## src/rtl/mpr_pkg.sv

```systemverilog
package mpr_pkg;

  localparam int NUM_COEF           = 7;
  localparam int DEF_MAX_TERMS      = 7;
  localparam int DEF_MAX_PASSES     = 64;
  localparam int DEF_FRAC_BITS      = 16;
  localparam int CFG_INDEX_W        = 4;
  localparam int DIV_NUM_W          = 64;
  localparam int DIV_DEN_W          = 40;

  localparam logic [CFG_INDEX_W-1:0] REG_TERM_COUNT = 4'd0;
  localparam logic [CFG_INDEX_W-1:0] REG_COEF_LAST  = 4'd7;

  typedef enum logic [1:0] {
    ST_CONVERGED   = 2'd0,
    ST_NO_REAL     = 2'd1,
    ST_ITER_LIMIT  = 2'd2,
    ST_ZERO_DIV    = 2'd3
  } status_t;

  typedef enum logic [4:0] {
    S_IDLE,
    S_PASS,
    S_HCHK,
    S_HMUL,
    S_HADD,
    S_D0,
    S_D0W,
    S_D1,
    S_D1W,
    S_DA,
    S_DAW,
    S_MAH,
    S_B,
    S_MBB,
    S_MAC,
    S_Q,
    S_SQW,
    S_DX,
    S_DXW
  } state_t;

  typedef struct packed {
    logic signed [31:0] guess_a;
    logic signed [31:0] guess_b;
    logic signed [31:0] guess_c;
  } in_t;

  typedef struct packed {
    logic signed [31:0] root;
    logic [1:0]         status;
    logic [6:0]         passes;
  } out_t;

endpackage

```

## src/rtl/mpr_divider.sv

```systemverilog
module mpr_divider #(
  parameter int NUM_W = mpr_pkg::DIV_NUM_W,
  parameter int DEN_W = mpr_pkg::DIV_DEN_W
) (
  input  logic                    clk,
  input  logic                    rst,
  input  logic                    go,
  input  logic signed [NUM_W-1:0] num,
  input  logic signed [DEN_W-1:0] den,
  output logic                    done,
  output logic signed [31:0]      quot
);

  localparam int CNT_W = $clog2(NUM_W + 1);

  logic             act;
  logic [CNT_W-1:0] cnt;
  logic             neg;
  logic [NUM_W-1:0] nmag;
  logic [DEN_W-1:0] dmag;
  logic [DEN_W-1:0] rem;
  logic [DEN_W:0]   rem_sh;
  logic             ge;

  assign rem_sh = {rem, nmag[NUM_W-1]};
  assign ge     = rem_sh >= {1'b0, dmag};

  always_ff @(posedge clk) begin
    if (rst) begin
      act  <= 1'b0;
      done <= 1'b0;
      cnt  <= '0;
    end else begin
      done <= 1'b0;
      if (go) begin
        act  <= 1'b1;
        cnt  <= CNT_W'(NUM_W);
        neg  <= num[NUM_W-1] ^ den[DEN_W-1];
        nmag <= num[NUM_W-1] ? NUM_W'(-num) : NUM_W'(num);
        dmag <= den[DEN_W-1] ? DEN_W'(-den) : DEN_W'(den);
        rem  <= '0;
      end else if (act) begin
        rem  <= ge ? DEN_W'(rem_sh - {1'b0, dmag}) : rem_sh[DEN_W-1:0];
        nmag <= {nmag[NUM_W-2:0], ge};
        cnt  <= cnt - 1'b1;
        if (cnt == CNT_W'(1)) begin
          act  <= 1'b0;
          done <= 1'b1;
        end
      end
    end
  end

  // clamp quotient magnitude to the signed 32-bit range
  always_comb begin
    if (!neg) begin
      quot = (nmag > NUM_W'(32'h7FFF_FFFF)) ? 32'sh7FFF_FFFF : $signed(nmag[31:0]);
    end else begin
      quot = (nmag > NUM_W'(33'h0_8000_0000)) ? 32'sh8000_0000 : $signed(-nmag[31:0]);
    end
  end

endmodule

```

## config.mk

```make
export PLATFORM = sky130hd
export DESIGN_NAME = mpr_divider
export DESIGN_NICKNAME = d
export VERILOG_FILES = /design/src/rtl/mpr_pkg.sv /design/src/rtl/mpr_divider.sv
export SDC_FILE = /design/constraint.sdc
export NUM_CORES = 1
export LEC_CHECK = 0
export BUFFER_PORTS_ARGS = -buffer_cell sky130_fd_sc_hd__buf_2
export CORE_MARGIN = 1
export CORE_UTILIZATION = 55
export CTS_CLUSTER_SIZE = 8
export DETAILED_ROUTE_END_ITERATION = 10
export PLACE_DENSITY = 0.81
export SYNTH_ARGS = -nofsm -noshare
export SYNTH_HDL_FRONTEND = slang
export SYNTH_SLANG_ARGS = --single-unit
export TNS_END_PERCENT = 5
```

## constraint.sdc

```tcl
create_clock -name clk -period 8.65 [get_ports clk]
set_input_delay 1.73 -clock clk [delete_from_list [all_inputs] [get_ports clk]]
set_output_delay 1.73 -clock clk [all_outputs]
set_load 0.005 [all_outputs]
```

Word level (Yosys, flattened, before mapping)
Index checks and enable logic that the tools add are counted.
{ "word_totals": {"ff_bits": 154, "inputBits": 107, "out_inout_bits": 33} }
{ "classes": {"add_sub_neg": 5, "magnitude_cmp": 3, "n_eq_ne": 1, "muxes": 15, "n_bitwise": 3, "n_reduce_logical": 5} }
{ "ops": {"columns": ["cell", "count"], "rows": [
  ["$mux W64", 3],
  ["$mux W32", 3],
  ["$mux W40", 2],
  ["$gt A64 B31 Y1 const B", 1],
  ["$gt A64 B32 Y1 const B", 1],
  ["$neg A64 Y64", 1],
  ["$ge A41 B40 Y1", 1],
  ["$neg A40 Y40", 1],
  ["$sub A40 B40 Y40", 1],
  ["$mux W39", 1],
  ["$neg A32 Y32", 1],
  ["$mux W7", 2],
  ["$eq A7 B1 Y1 const B", 1],
  ["$sub A7 B1 Y7 const B", 1],
  ["$mux W1", 4],
  ["$reduce_and A2 Y1", 2],
  ["$reduce_or A3 Y1", 1],
  ["$not A1 Y1", 2],
  ["$reduce_bool A2 Y1", 1],
  ["$reduce_or A2 Y1", 1],
  ["$xor A1 B1 Y1", 1]
]} }

Logic depth before layout (Yosys ltp)
{ "logic_depth": {"ltp_word": 4, "depth_mapped": 14, "ltp_nobuf": 12} }

Least setup slack after synthesis
Ideal clock, no wire load.
{ "synth_path": {"path_kind": "input port to flip-flop", "startpoint": "input go", "endpoint": "register nmag[0] (enable)", "arrival_time_ns": 6.706, "setup_slack_ns": 1.375, "cell_stages": 4, "path_cell_list": "clkbuf_1 -> buf_1 -> nor2_1 -> nor2_1"} }
{ "synth_between": {"elab_chain_len": 2} }
{ "synth_rtl": {"columns": ["element", "line", "source"], "rows": [
  ["start: declaration", "mpr_divider.sv:7", "input logic go,"],
  ["$reduce_bool A2 Y1 (no line)", null, null],
  ["$reduce_and A2 Y1 (no line)", null, null],
  ["end signal: assignment", "mpr_divider.sv:39", "nmag <= num[NUM_W-1] ? NUM_W'(-num) : NUM_W'(num);"],
  ["end signal: assignment", "mpr_divider.sv:44", "nmag <= {nmag[NUM_W-2:0], ge};"],
  ["end: declaration", "mpr_divider.sv:19", "logic [NUM_W-1:0] nmag;"]
]} }
No other way between the ends.
A chain may end at the register's enable or synchronous reset.

Worst setup path in the final report
{ "layout_path": {"startpoint": "register nmag[0]", "endpoint": "output quot[25]"} }
{ "layout_between": {"elab_chain_len": 3, "elab_cells_between_ends": 6} }
{ "layout_rtl": {"columns": ["element", "line", "source"], "rows": [
  ["$gt A64 B31 Y1 (tied with other cells)", "mpr_divider.sv:57", "quot = (nmag > NUM_W'(32'h7FFF_FFFF)) ? 32'sh7FFF_FFFF : $signed(nmag[31:0]);"],
  ["$mux W32 (on tied branches)", "mpr_divider.sv:57, mpr_divider.sv:59", null],
  ["$mux W32 *", "mpr_divider.sv:56", "if (!neg) begin"],
  ["end: declaration", "mpr_divider.sv:11", "output logic signed [31:0] quot"]
]} }
Every way passes the cells marked *; elsewhere a longest branch is shown, timed or not.

==> metrics.md <==
| Metric | Value |
|---|---|
| Gr ovfl total | `0` |
| Gate count after technology mapping | `1,336` |
| Vias per inst | `6.026` |
| Setup bufs post-CTS | `0` |
| Chip Width | `147.3 um` |
| Routed WL per cell | `16.89 um` |
| Vias in the first global route | `9,643` |
| Peak supply drop | `0.1308 mV` |
| Primary FF master, synth | `edfxtp_1` |
| Sequential area share after synthesis | `0.3906` |
| Final Cycle Share | `0.7729` |
| Placement Rows | `52` |
| Worst path slowest cell | `nand2_1` |
| Critical Path Fanout Max | `21` |
| Clk slew on worst S/H paths | `70 ps` |
| Avg Cell Area, Syn | `8.689 um2` |
| Total CTS buffers | `17` |
| Root buffer cell | `clkbuf_16` |
| Hpwl dp | `21,290 um` |
| GR Layer Usage met3 | `0.04006` |
| Share of cells above drive strength 1 | `0.1366` |
| Count of final setup violators | `0` |
| RSZ-0062 raised after global routing | `no` |
| Cell area after synthesis | `0.01161 mm2` |
| Crit path DAT | `4960 ps` |
| Fin crit period | `6686 ps` |
| Hold buffers post-CTS | `0` |
| Post-synth EDFFs | `145` |
| Residual DRC | `0` |
| Post-Route Utilization | `0.6342` |
| Startpoint types | `register` |
| Met2 usage | `0.4210` |
| Syn-to-layout area delta | `11.96%` |
| Critical path class | `register to output port` |
| Setup ws final | `1964 ps` |
| Crit-path most repeated cell | `or3_1` |
| Worst skew pair latency | `430 ps` |
| Number of synthesized register bits | `154` |
| Worst-margin pin slew | `1268 ps` |
| Top-area cell type share of the netlist area | `0.3751` |
| Clock buffer depth | `2` |
| Die area | `0.02169 mm2` |
| Initial DRC count | `787` |
| Clk_skew | `10.48 ps` |
| Crit end category | `output port` |
| Dominant cells by area after synthesis | `edfxtp_1 (38%), a21oi_1 (6.6%), nor2_1 (5.8%)` |
| Achievable frequency | `0.1496 GHz` |
| Dpl ws | `2526 ps` |
| Top Usage Layer GRT | `met2` |
| GRT met1 Usage | `0.3852` |
| CTS sink count | `154` |
| Number of max-cap violations | `0` |
| CTS tree | `yes` |
| H-tree Lvls | `4` |
| ANT nets after route | `0` |
| IO Port Bufs | `139` |
| Die Y-Extent | `147.3 um` |
| Worst min path class | `register to register` |
| Power Density | `175.5 mW/mm2` |
| Critical Path Stages | `12` |
| Asr flop ratio synth | `0` |
| Total GRT Usage | `0.2733` |
| Post-cts repair resize count | `0` |
| I/O pins | `140` |
| Largest area contributor in the netlist | `edfxtp_1` |
| Max_slew headroom | `0.1529` |
| Largest net degree at the start of global routing | `93` |
| Kind of cell adding the most delay to the critical path | `simple AND/OR/NAND/NOR gates` |
| Most common cell in the netlist | `nor2_1` |
| First-pass GRT wire length | `47,400 um` |
| Critical Path Max Stage Delay | `500 ps` |
| Netlist cell types | `70` |
| Final max-slew violation count | `0` |
| Worst R2R Path Depth | `11` |
| Syn nets | `1,489` |
| Crit-path cells | `inv_1, ha_1, or3b_1, or3_1, or3_1, or3_1, o41ai_1, nand2_1, inv_1, nand2_1, o311ai_0, buf_2` |
| Via Count | `10.39k` |
| Total Neg Setup Slack | `0 ps` |
| Worst path buffer plus inverter count | `3` |
| Core Region | `0.02049 mm2` |
| Final wirelength | `29,120 um` |
| Synth warn | `0` |
| Static leakage | `5.064 nW` |
| Pre-Repair DR Iteration Count | `6` |
| Synth cell count leaders | `nor2_1 (180), a21oi_1 (154), edfxtp_1 (145), nand2_1 (109), xor2_1 (76)` |
| Hold Violations, Final | `0` |
| Final #Nets | `1,589` |
| Initial antenna violation count | `5` |
| Status | `complete, no violations` |
| Initial core utilization | `0.5664` |
| Hold path cells | `2` |
| CP Data Required Time | `6920 ps` |
| GP Congestion | `0.9325` |
layout make-up:
cell class                 count  area (um2)
antenna                        5       12.51
clock buffer                  18       429.2
clock inverter                14       110.1
fill                        1764        7497
inverter                      71       266.5
multi-input combinational   1047        6564
sequential                   154        4534
tap                          270       337.8
timing repair buffer         145       743.2
sequential cells by signal, summed over array words and instances, names as in the netlist:
| signal | cells |
|---|---|
| dmag | 40 |
| neg | 1 |
| act | 1 |
| rem | 40 |
| nmag | 64 |
| done | 1 |
| cnt | 7 |
cell usage in the layout, fill, tap and decap left out, types with 9 or more instances in the layout:
cell type	synthesis	final
nor2_1	180	179
a21oi_1	154	154
edfxtp_1	145	145
buf_2	3	138
nand2_1	109	109
xor2_1	76	76
inv_1	70	70
o21ai_0	70	70
xnor2_1	66	66
ha_1	45	45
nor3_1	35	35
o31ai_1	31	31
a21o_1	26	26
or3_1	25	25
nand3_1	24	24
nand4_1	20	20
clkbuf_16	0	17
nor4_1	15	15
o41ai_1	13	13
mux2i_1	13	13
nand2b_1	12	12
o21a_1	12	12
or4_1	10	10
dfxtp_1	9	9
stage by stage:
stage	hold WS, ps	cell area [um2]	cells	power (mW)
after floorplan	468.5	11610	1336	1.412
after global placement	487.1	12450	1687	1.562
after detailed placement	504.7	12450	1687	1.582
after CTS	517.0	12990	1719	2.279
after global routing	555.2	13000	1724	2.398
final	521.2	13000	1724	2.281
power by group:
| group | switching (mW) | internal, mW | total [mW] | leakage (nW) |
|---|---|---|---|---|
| clock | 0.331 | 0.373 | 0.704 | 0.252 |
| combinational | 0.373 | 0.257 | 0.630 | 3.36 |
| sequential | 0.0430 | 0.904 | 0.947 | 1.45 |
| total | 0.747 | 1.53 | 2.28 | 5.06 |
layer usage:
layer / part of all wire / vias up
met5: 0 / -
met4: 0.025 / 0
met3: 0.060 / 61
met2: 0.46 / 375
met1: 0.46 / 4884
li1: - / 5068
logic make-up after synthesis:
logic type | count (synthesis) | synth area share
and+or+nand+nor | 472 | 0.1929
AOI/OAI and AO/OA | 370 | 0.1988
DFF | 154 | 0.3906
xor gates and xnor gates | 142 | 0.1071
buffers and inverters | 135 | 0.04527
adders and majority gates | 46 | 0.05023
muxes | 17 | 0.01509
worst reg2reg max path: stages (launching register included):
cell and delay, ps:
edfxtp_1 410, ha_1 390, a21o_1 250, a31o_2 240
a2111o_1 430, o311ai_0 420, nor3b_1 510, o41a_1 220
buf_4 380, clkinv_1 740, nor2_1 850, a21oi_1 130
path summary, 6_finish.rpt:
check,startpoint,endpoint,slack [ps]
setup / recovery,nmag[0],quot[25],1960
hold / removal,cnt[1],cnt[1],520
setup reg to reg,rem[8],nmag[0],3370
hold reg to reg,cnt[1],cnt[1],520
No activity file was read; power rests on OpenSTA's default activity.
