File: src/rtl/mpr_isqrt.sv
module mpr_isqrt (
  input  logic        clk,
  input  logic        rst,
  input  logic        go,
  input  logic [63:0] val,
  output logic        done,
  output logic [31:0] root
);

  logic        act;
  logic [4:0]  cnt;
  logic [63:0] v;
  logic [63:0] r;
  logic [63:0] bitv;
  logic [63:0] trial;

  assign trial = r + bitv;
  assign root  = r[31:0];

  always_ff @(posedge clk) begin
    if (rst) begin
      act  <= 1'b0;
      done <= 1'b0;
      cnt  <= '0;
    end else begin
      done <= 1'b0;
      if (go) begin
        act  <= 1'b1;
        cnt  <= '1;
        v    <= val;
        r    <= '0;
        bitv <= 64'h4000_0000_0000_0000;
      end else if (act) begin
        if (v >= trial) begin
          v <= v - trial;
          r <= (r >> 1) + bitv;
        end else begin
          r <= r >> 1;
        end
        bitv <= bitv >> 2;
        cnt  <= cnt - 1'b1;
        if (cnt == '0) begin
          act  <= 1'b0;
          done <= 1'b1;
        end
      end
    end
  end

endmodule

File: config.mk
export PLATFORM = sky130hd
export DESIGN_NAME = mpr_isqrt
export DESIGN_NICKNAME = d
export VERILOG_FILES = /design/src/rtl/mpr_isqrt.sv
export SDC_FILE = /design/constraint.sdc
export NUM_CORES = 1
export LEC_CHECK = 0
export ABC_AREA = 1
export BUFFER_PORTS_ARGS = -buffer_cell sky130_fd_sc_hd__buf_2
export CORE_MARGIN = 8
export CORE_UTILIZATION = 55
export DETAILED_ROUTE_END_ITERATION = 6
export PLACE_DENSITY = 0.78
export REMOVE_ABC_BUFFERS = 1
export SYNTH_ARGS = -nofsm -noshare
export SYNTH_HDL_FRONTEND = slang
export SYNTH_SLANG_ARGS = --single-unit
File: constraint.sdc
create_clock -name clk -period 13.3 [get_ports clk]
set_clock_uncertainty 0.15 [all_clocks]
set_input_delay 1.33 -clock clk [delete_from_list [all_inputs] [get_ports clk]]
set_output_delay 1.33 -clock clk [all_outputs]
set_load 0.05 [all_outputs]
[Word level (Yosys, flattened, before mapping)]
Index checks and enable logic that the tools add are counted.
Storage, ports and cells
  bits in registers: 167
  output and inout port bits: 33
  logic and storage cells: 31
Cells by class
  add/sub/neg operators: 4
  magnitude comparators: 1
  multiplexer cells: 12
  bitwise logic cells: 2
  reductions and logical operators: 6
Operators by type and width (count)
  two-way mux 64 bit: 5
  adder 63 x 63 -> 64 bit: 1
  adder 64 x 63 -> 64 bit: 1
  greater-or-equal comparator 64 bit: 1
  subtractor 64 bit: 1
  two-way mux 63 bit: 1
  two-way mux 5 bit: 2
  zero test 5 bit: 1
  subtractor 5 x 1 -> 5 bit (second input constant): 1
  two-way mux 1 bit: 4
  nonzero test 2 bit: 2
  AND reduction 3 bit: 1
  OR reduction 3 bit: 1
  NOT 1 bit: 2
  AND reduction 2 bit: 1

[Logic depth before layout (Yosys ltp)]
Gate-level depths: netlist of the first run.
  depth in word-level cells: 5
  depth in mapped cells: 29
  depth with buffers taken out: 28

[Worst setup path after synthesis of the first run]
Ideal clock, no wire load.
  kind: input-to-reg
  start point: input go
  end point: register v[0], enable pin
  setup time: 0.418 ns
  data arrival time: 7.979 ns
  setup slack: 4.753 ns
  cell stages on the path: 6
  cell sequence: clkbuf_1 -> clkbuf_1 -> nor2_1 -> nor2_1 -> o21ai_0 -> inv_1
On the way
  word-level cells in the longest chain between the ends: 2
Ends and longest elaborated chain
  from (decl): line 4  | input logic go,
  nonzero test 2 bit (no line)
  AND reduction 3 bit (no line) *
  to (signal assigned): line 30  | v <= val;
  to (signal assigned): line 35  | v <= v - trial;
  to (decl): line 12  | logic [63:0] v;
Mark *: on every way between the ends. The rest lies on a longest branch, timed or not.
A chain may end at the register's enable or synchronous reset.

[Worst setup path after layout of the first run]
  start point: register r[10]
  end point: register v[11], enable pin
On the way
  word-level cells in the longest chain between the ends: 4
Ends and longest elaborated chain
  from (decl): line 13  | logic [63:0] r;
  from (signal assigned): line 36  | r <= (r >> 1) + bitv;
  from (signal assigned): line 38  | r <= r >> 1;
  adder 64 x 63 -> 64 bit: line 17  | assign trial = r + bitv;
  greater-or-equal comparator 64 bit: line 34  | if (v >= trial) begin
  nonzero test 2 bit (no line)
  AND reduction 3 bit (no line)
No other way between the ends.

==> impl_results.md, run 1 <==
* Peak supply drop at 0.0001224 V
* Hold_buf cts at 0
* Crit share post-route at 40.87%
* Gp weighted congestion at 1.037
* Cell area after synthesis at 20,520 µm²
* Slowest stage cell on the critical path: o21ai_0
* Number of global-route vias before repair at 20,470
* TritonCTS clock tree: built
* Number of flops mapped to enable cells by yosys at 160
* Setup CP Type: flop to flop
* Final worst slack at 7.864 ns
* PD cells at approximately 130 nW/µm²
* Fin Hold WS at 0.3282 ns
* Final setup violating endpoints at 0
* Failing checks: DRC
* Via count at 21,900
* Leakage power at 11.56 nW
* Post-CTS setup repair buffer count at 0
* Worst Path Max Fanout at 64
* Avg Cell Area, Syn at 5.833 µm²
* Setup Total Neg Slack at 0 ns
* Synth Area in Adders at 8.146%
* Chip Height at 209.2 µm
* Row count at 70
* Crit path capture type: flop
* Psw at between 1 and 1.5 mW
* Yosys warning total at 0
* Iteration-0 DRC Markers at 2,088
* Required @ worst endpoint at between 10 and 15 ns
* Max-cap violations at 0
* Synth top area cells: nand2_1, edfxtp_1, inv_1, ha_1, nor2_1
* DR WL/cell at 16.89 µm
* Residual DRC at 4
* Synth top cells by count: nand2_1, inv_1, nor2_1
* Initial core utilization at roughly 56%
* Root Buffer: clkbuf_16
* Cell mode on critical path: nand2_1
* CP cell instances: ha_1 > nand2_1 > o21ai_1 > nand2_1 > o21ai_0 > nor2_1 > o21ai_0 > nand2_1 > nand3b_1 > nand2_1 > ha_1 > nand2_1 > nor2_1 > inv_1 > nor2_2 > nand2_1 > nor3_2 > nand2_2 > nand2_2 > o21ai_0 > inv_2 > buf_4
* Combinational family with the most area after synthesis: simple AND/OR/NAND/NOR gates
* WL final at about 68,000 µm
* Synth area leader: nand2_1
* Internal at approximately 1.5 mW
* Number of antenna-violating nets in the routed design at 0
* I/O pin total at 100
* Share of Yosys cell area claimed by the top area cell type at around a quarter
* Clock sink count at 167
* First-pass GRT wire length at 106,400 µm
* Max incr delay on CP at 0.67 ns
* Min-delay worst type: flop to flop
* Clock power frac at between 10% and 20%
* Pre-CTS WS at 8.002 ns
* Synthesized flop and latch total at roughly 170
* H-Tree Level Count at 4
* GRT overflow at 0
* Drt pass-1 iters at 7
* Largest net degree at the start of global routing at 69
* Post-DP HPWL at around 56,000 µm
* Vias per inst at approximately 5.4
* Core Area at ~37,000 µm²
* Top-count cell post-synth: nand2_1
* Relative slew slack at 41.46%
* Num CTS Buffers at 17
* Crit path buffers/inverters at 3
* Status: complete, but fails checks
* Slew Limit Fails at 0
* GRT Overall Usage at 30.86%
* Die Footprint at 43,750 µm²
* Post_cts resized at 0
* Compound-gate portion of the synthesized area at 8.286%
* Sequential share of power at roughly a quarter
* Antenna Cells at 0
* Hold Vio Cnt, Final at 0
* Clock buffer depth at 2
* RSZ-0062 raised after global routing: false
* Share of layout cells above drive strength 1 at 4.831%
* Ys flop type: edfxtp_1
* Fmax at approximately 180 MHz
* Sw Share at 48.51%
* CP Launch Type: flop
* Synth Area in Simple Gates at between 40 and 50%
* Delay-heaviest family, CP: simple AND/OR/NAND/NOR gates
* Xor/xnor share of the synthesized area at 4.353%
* Nets at between 3,000 and 4,000
* Die Span X at 209.2 µm
* Post-synthesis mux area share at 0%
* Sequential fraction of the synthesis area at about a quarter
* Initial antenna violation count at 0
* Worst-path clk slew at 0.07 ns
* Final min period at 5.436 ns
* Cells after Synth at 3,518
* Synth cell types at 46
* Least-Margin Pin Slew at roughly 0.9 ns
* Clock latency reported for the late side of the worst-skew pair at 0.49 ns
* Crit path arrival time at 5.39 ns
* Gate power share at a little over half
* Port Buffers at 99
* Async S/R FF share, synth at 0%
* Area grow syn2layout at 6.384%
## routing by layer
metal	GRT usage, %	up-vias	routed length (µm)
li1	-	11080	-
met1	39.42	9708	29000
met2	50.94	907	30980
met3	3.756	206	4840
met4	15.50	0	3579
met5	0	-	0
## worst reg2reg max path: cells and delay by family (launching register included)
kind                       cells  cell delay [ns]
AOI/OAI and AO/OA              4             1.22
and+or+nand+nor               13             1.53
buffers and inverters          3             0.82
adders and majority gates      2             0.79
DFF                            1             0.51
## cell families (layout without fill, tap and decap cells)
logic type,after synthesis,after routing
XOR/XNOR,102,102
AND/OR/NAND/NOR,2134,2134
buffers and inverters,664,727
AO/OA/AOI/OAI,318,318
flip-flops,167,167
adder cells (fa/ha/maj),133,133
## power groups by stage
stage / combinational, mW / sequential, mW / clock (mW)
after floorplan: 1.08 / 0.788 / 0
after global placement: 1.50 / 0.777 / 0
after CTS: 1.53 / 0.768 / 0.556
after detailed placement: 1.52 / 0.777 / 0
final: 1.56 / 0.772 / 0.557
after global routing: 1.74 / 0.779 / 0.574
## state kept, by name, summed over array words and instances (netlist names)
signal and cells:
r 64, v 64, bitv 32, cnt 5, act 1, done 1
## layout make-up
type,instances,area (µm²)
Timing Repair Buffer,106,550.5
Multi-Input combinational cell,2687,12910
Tap cell,468,585.6
Clock inverter,14,186.4
Clock buffer,18,439.2
Sequential cell,167,4945
Inverter,589,2211
Fill cell,3789,14870
## worst paths after layout
path / from / depth (start not counted) / to / slack [ns]
worst max-delay path: r[10] / 22 / v[11] / 7.86
worst min-delay path: cnt[1] / 2 / cnt[1] / 0.33
worst max register to register: r[10] / 22 / v[11] / 7.86
worst min register to register: cnt[1] / 2 / cnt[1] / 0.33
## stage by stage
step                      total power, mW  cells  area (µm²)  utilization (%)
after floorplan                     1.873   3443       20060                -
after global placement              2.281   4017       21210            57.78
after detailed placement            2.297   4017       21210            57.78
after CTS                           2.852   4049       21830            59.49
after global routing                3.094   4049       21830            59.49
final                               2.889   4049       21830            59.49
## cell usage in the layout (no fill, tap or decap), types with 3 or more instances in the layout
master        n
or2_2         9
nor2_2        5
nor3_2        3
ha_1        132
a21o_1        5
nor3_1       32
edfxtp_1    160
o21a_1        8
a31oi_1       3
nand3b_1     25
clkbuf_16    17
xor2_1       43
inv_2         5
buf_2        98
nor4_1       11
a21oi_1     141
nand4_1      28
nand2_2       8
o21bai_1     17
and2_1       13
buf_4         8
o21ai_0     132
dfxtp_1       7
nand3_1     215
nand2_1    1433
bufinv_16     3
xnor2_1      59
nor2_1      345
inv_1       582
o21ai_1       4
inv_6         6
Note: power is estimated with default switching activity, not from simulation.
==> run 2: changes to the inputs <==
- clock period: 13.3 -> 5.1 ns (I/O delays scaled with it)
==> run 2 against run 1 <==
Effect of this change: the flow still finishes with violations (DRC); clock power grew 130%; worst hold slack lost 0.17 ns; total power grew to 2.6 times the previous value; sequential cell count is the same; die area is the same; largest cell class unchanged; first-iteration DRC count shrank 0.77%; largest power group unchanged; routed wire length grew 1.0%; global-route usage grew 0.17 points; core utilization grew 0.36 points.
==> impl_results.md, run 2 (synthesized netlist as in run 1, its figures left out) <==
* Least-Margin Pin Slew at 0.8281 ns
* Final instance area at approximately 22,000 µm²
* Chip Height at between 200 and 250 µm
* Clock buffer depth at 2
* Fmax at 206.9 MHz
* Iteration-0 DRC Markers at around 2,100
* Final worst slack at 0.2670 ns
* Vias per inst at 5.410
* Worst-path clk slew at 0.07 ns
* Area grow syn2layout at 7.036%
* Initial antenna violation count at 0
* Largest net degree at the start of global routing at 98
* Row count at 70
* Delay-heaviest family, CP: simple AND/OR/NAND/NOR gates
* Share of layout cells above drive strength 1 at 5.227%
* PD cells at 337.8 nW/µm²
* Core Area at 36,700 µm²
* H-Tree Level Count at 4
* Final min period at 4.833 ns
* Required @ worst endpoint at between 5 and 6 ns
* GRT overflow at 0
* Setup CP Type: flop to flop
* Cell Area, Placed at 21,400 µm²
* Failing checks: DRC
* Port Buffers at 99
* Pre-CTS WS at between 0.2 and 0.3 ns
* Cell mode on critical path: nand2_1
* Most frequent cells in the layout: nand2_1, inv_1, nor2_1
* Via count at between 20,000 and 25,000
* Antenna Cells at 0
* Final setup violating endpoints at 0
* Num CTS Buffers at 17
* First-pass GRT wire length at 106,400 µm
* WL final at 69,100 µm
* Peak supply drop at about 0.00033 V
* CP Launch Type: flop
* Residual DRC at 2
* Clock sink count at 167
* Commonest non-fill, non-tap cell in the layout: nand2_1
* Relative slew slack at 44.45%
* CP cell instances: ha_1 > nand2_1 > o21ai_0 > inv_1 > o21ai_0 > a21oi_1 > nand3_1 > nand2_1 > nand3b_1 > nand2_1 > ha_1 > nand2_1 > nor2_1 > nand2_1 > nor3_2 > nand2_2 > nand2_2 > o21ai_0 > inv_2 > buf_12
* Die Span X at 209.2 µm
* Flop2flop setup slack at between 0.2 and 0.3 ns
* I/O pin total at 100
* Crit path capture type: flop
* Setup crit start: r[32]
* Die Footprint at 43,750 µm²
* Root Buffer: clkbuf_16
* Min-delay worst type: primary input to flop
* Nets at 3,784
* Status: complete, but fails checks
* Drt pass-1 iters at 7
* Slew Limit Fails at 0
* Hold Vio Cnt, Final at 0
* Setup Total Neg Slack at 0 ns
* Worst Path Max Fanout at 22
* Slowest stage cell on the critical path: edfxtp_1
* Initial core utilization at 55.92%
* Worst reg2reg path startpoint: r[32]
* DR WL/cell at ~17 µm
* GRT Overall Usage at 31.03%
* Largest regs: r (64), v (64), bitv (32)
* Leakage power at 11.61 nW
* Number of global-route vias before repair at slightly above 20,000
* Clock latency reported for the late side of the worst-skew pair at between 0.4 and 0.5 ns
* Post-DP HPWL at 57,610 µm
* Max incr delay on CP at 0.56 ns
* Crit share post-route at 94.76%
* Fill count at 3,849
* RSZ-0062 raised after global routing: false
* Max-cap violations at 0
* Crit path arrival time at 4.85 ns
* Hold Crit Start: val[62]
* Post-CTS setup repair buffer count at 0
* Gp weighted congestion at 1.037
* Number of antenna-violating nets in the routed design at 0
* Crit path buffers/inverters at 3
* TritonCTS clock tree: built
-- run 2: cell types whose count changed in the layout (fill, tap and decap cells not counted), sizes merged --
cell / delta
buf: +16
clkinvlp: +4
inv: -4
bufinv: -2
clkbuf: +1
clkinv: +1
-- run 2: worst paths after layout --
| path | end | cells past startpoint |
|---|---|---|
| min | v[62] | 3 |
| min reg2reg | cnt[1] | 2 |
| max reg2reg | v[41] | 20 |
| max | v[41] | 20 |
-- run 2: stage by stage --
stage | std cells | utilization [%] | hold WS, ns | total power, mW
after floorplan | 3443 | - | 0.2873 | 4.884
after global placement | 4033 | 58.32 | 0.3063 | 6.004
after detailed placement | 4033 | 58.32 | 0.3084 | 6.045
after CTS | 4065 | 59.83 | 0.1378 | 7.340
after global routing | 4065 | 59.85 | 0.1550 | 7.966
final | 4065 | 59.85 | 0.1578 | 7.421
-- run 2: per-layer routing --
metal | part of all wire (%) | vias up | wire (µm) | GRT usage [%]
met1 | 42 | 9841 | 29350 | 39.19
met2 | 45 | 850 | 31400 | 51.62
met4 | 5.2 | 0 | 3591 | 15.50
met3 | 6.9 | 191 | 4762 | 3.996
met5 | 0 | - | 0 | 0
li1 | - | 11110 | - | -
-- run 2: report_power, final --
| group | internal [mW] | switching, mW |
|---|---|---|
| sequential | 1.77 | 0.216 |
| combinational | 1.34 | 2.79 |
| clock | 0.676 | 0.622 |
| total | 3.79 | 3.63 |
-- run 2: repair_timing --
item	4_1_cts	5_1_grt
setup endpoints to repair	0	126
resized for setup	0	6
hold buffers	0	0
endpoints found under the hold margin	0	0
-- run 2: worst register-to-register path, delay by kind of cell (launching register included) --
| kind | cells | cell delay, ns |
|---|---|---|
| AND/OR/NAND/NOR | 11 | 1.61 |
| adder cells (fa/ha/maj) | 2 | 0.84 |
| buffers and inverters | 3 | 0.49 |
| flip-flops | 1 | 0.56 |
| AO/OA/AOI/OAI | 4 | 0.89 |
-- run 2: layout make-up --
type | instances | area, µm² | share of cell area [%]
clock buffers | 19 | 432.9 | 1.971
clock inverters | 13 | 123.9 | 0.5639
inverters | 589 | 2211 | 10.07
multi-input cells | 2687 | 12920 | 58.83
flip-flops and latches | 167 | 4945 | 22.51
well taps | 468 | 585.6 | 2.666
repair buffers | 122 | 745.7 | 3.395
==> run 3: changes to the inputs <==
- CORE_ASPECT_RATIO: unset -> 0.7
==> run 3 against run 2 <==
Effect of this change: the run now ends clean; routed wire length grew 7.0%; combinational power grew 4%; largest power group unchanged; global-route usage grew 1.9 points; final area grew 0.67%; critical path depth shrank 1; register-to-register slack is essentially flat.
==> impl_results.md, run 3 (synthesized netlist as in run 1, its figures left out) <==
* TritonCTS clock tree: built
* Peak supply drop at 0.0002545 V
* Root Buffer: clkbuf_16
* Via count at 22,530
* Hold Vio Cnt, Final at 0
* Largest regs: r (64), v (64), bitv (32)
* Crit path buffers/inverters at 2
* Row count at 59
* Iteration-0 DRC Markers at 3,167
* Crit share post-route at a little over nine tenths
* H-Tree Level Count at 4
* DR WL/cell at around 18 µm
* Setup CP Type: flop to flop
* WP depth at 19
* Leakage power at 11.72 nW
* Num CTS Buffers at 17
* Residual DRC at 0
* Crit path capture type: flop
* Worst Path Max Fanout at 44
* Post-DP HPWL at 60,400 µm
* Min-delay worst type: primary input to flop
* PD cells at roughly 350 nW/µm²
* Fin Hold WS at 0.1461 ns
* Status: finished, final reports clean
* First-pass GRT wire length at roughly 110,000 µm
* Met2 wire length at 28,290 µm
* Initial core utilization at 55.49%
* Final core occ at 59.79%
* Cell Area, Placed at 21,500 µm²
* Area grow syn2layout at 7.749%
* Vias per inst at 5.494
* WHS Path Cells at 3
* CP cell instances: ha_1 > nand2_1 > o21ai_0 > nand2_1 > o21ai_0 > a21oi_1 > o21a_1 > nand3_1 > nand2_1 > ha_1 > nand2_1 > nor2_1 > nand2_1 > nor3_2 > nand2_2 > nand2_2 > o21ai_0 > inv_2 > buf_12
* Crit path arrival time at 4.83 ns
* I/O pin total at 100
* Clock buffer depth at 2
* Final instance area at around 22,000 µm²
* Max-cap violations at 0
* Clock latency reported for the late side of the worst-skew pair at ~0.48 ns
* Least-Margin Pin Slew at 0.7704 ns
* GRT Overall Usage at 32.91%
* R2R cell count at 19
* Top Metal Used: met5
* Gp weighted congestion at 1.060
* Delay-heaviest family, CP: simple AND/OR/NAND/NOR gates
* RSZ-0062 raised after global routing: false
* Power Total at 7.637 mW
* Clock sink count at roughly 170
* CP Launch Type: flop
* Wire length on met3 at 10,540 µm
* Hold_buf cts at 0
* Most frequent cells in the layout: nand2_1, inv_1, nor2_1
* Die Span X at 246.9 µm
* Drt pass-1 iters at 6
* GRT overflow at 0
* Fmax at between 200 and 250 MHz
* Setup Total Neg Slack at 0 ns
* Relative slew slack at 48.64%
* Required @ worst endpoint at 5.10 ns
* Share of layout cells above drive strength 1 at between 5 and 6%
* Slew Limit Fails at 0
* Metal-1 WL at between 30,000 and 40,000 µm
* Worst-path clk slew at 0.09 ns
* Die Footprint at 43,850 µm²
* Antenna Cells at 0
* Number of antenna-violating nets in the routed design at 0
* Largest net degree at the start of global routing at 98
* Final setup violating endpoints at 0
* WL final at 73,950 µm
* Commonest non-fill, non-tap cell in the layout: nand2_1
* Core Area at roughly 37,000 µm²
* Nets at 3,799
* Port Buffers at 99
* Max incr delay on CP at 0.50 ns
* Chip Height at about 180 µm
* Initial antenna violation count at 0
* Number of global-route vias before repair at 19,510
* Final min period at 4.833 ns
* Cell mode on critical path: nand2_1
* Slowest stage cell on the critical path: edfxtp_1
[run 3: cell count changes in the layout (fill, tap and decap cells not counted), sizes merged]
cell,delta
bufinv,-1
inv,+5
clkinv,+1
buf,+15
clkinvlp,-5
[run 3: what timing repair did]
action	4_1_cts	5_1_grt
resized for setup	0	11
setup buffers	0	2
endpoints found under the setup margin	0	125
[run 3: final cells by class]
cell class	instances	area [µm²]
fill	3802	14870
multi-input combinational	2687	12930
sequential	167	4945
inverter	589	2211
timing repair buffer	137	837.1
tap	488	610.6
clock buffer	19	454.2
clock inverter	13	125.1
[run 3: where the power goes]
group | leakage (nW) | internal, mW | total (mW) | switching [mW]
logic | 9.83 | 1.35 | 4.29 | 2.94
clock network | 0.290 | 0.677 | 1.38 | 0.701
registers | 1.60 | 1.77 | 1.97 | 0.194
total | 11.7 | 3.80 | 7.64 | 3.84
[run 3: worst paths after layout]
path,from,to,slack [ns]
max reg2reg,r[48],v[3],0.27
min reg2reg,cnt[1],cnt[1],0.32
min,val[25],v[25],0.15
max,r[48],v[3],0.27
[run 3: stage by stage]
stage          std cells  setup WS [ns]
2_1_floorplan       3443         -2.016
3_3_place_gp        4066         0.3394
3_5_place_dp        4066         0.2939
4_1_cts             4098         0.2715
5_1_grt             4100        0.02066
6_report            4100         0.2671
[run 3: tightest hold or removal path: cells and delay by family]
| family | cells | cell delay [ns] |
|---|---|---|
| and+or+nand+nor | 2 | 0.09 |
| buffers and inverters | 1 | 0.07 |
[run 3: metal layers]
layer,up-vias,global-route usage [%]
li1,11180,-
met3,70,10.99
met2,1281,44.35
met4,2,5.583
met5,-,1.921
met1,9999,49.92
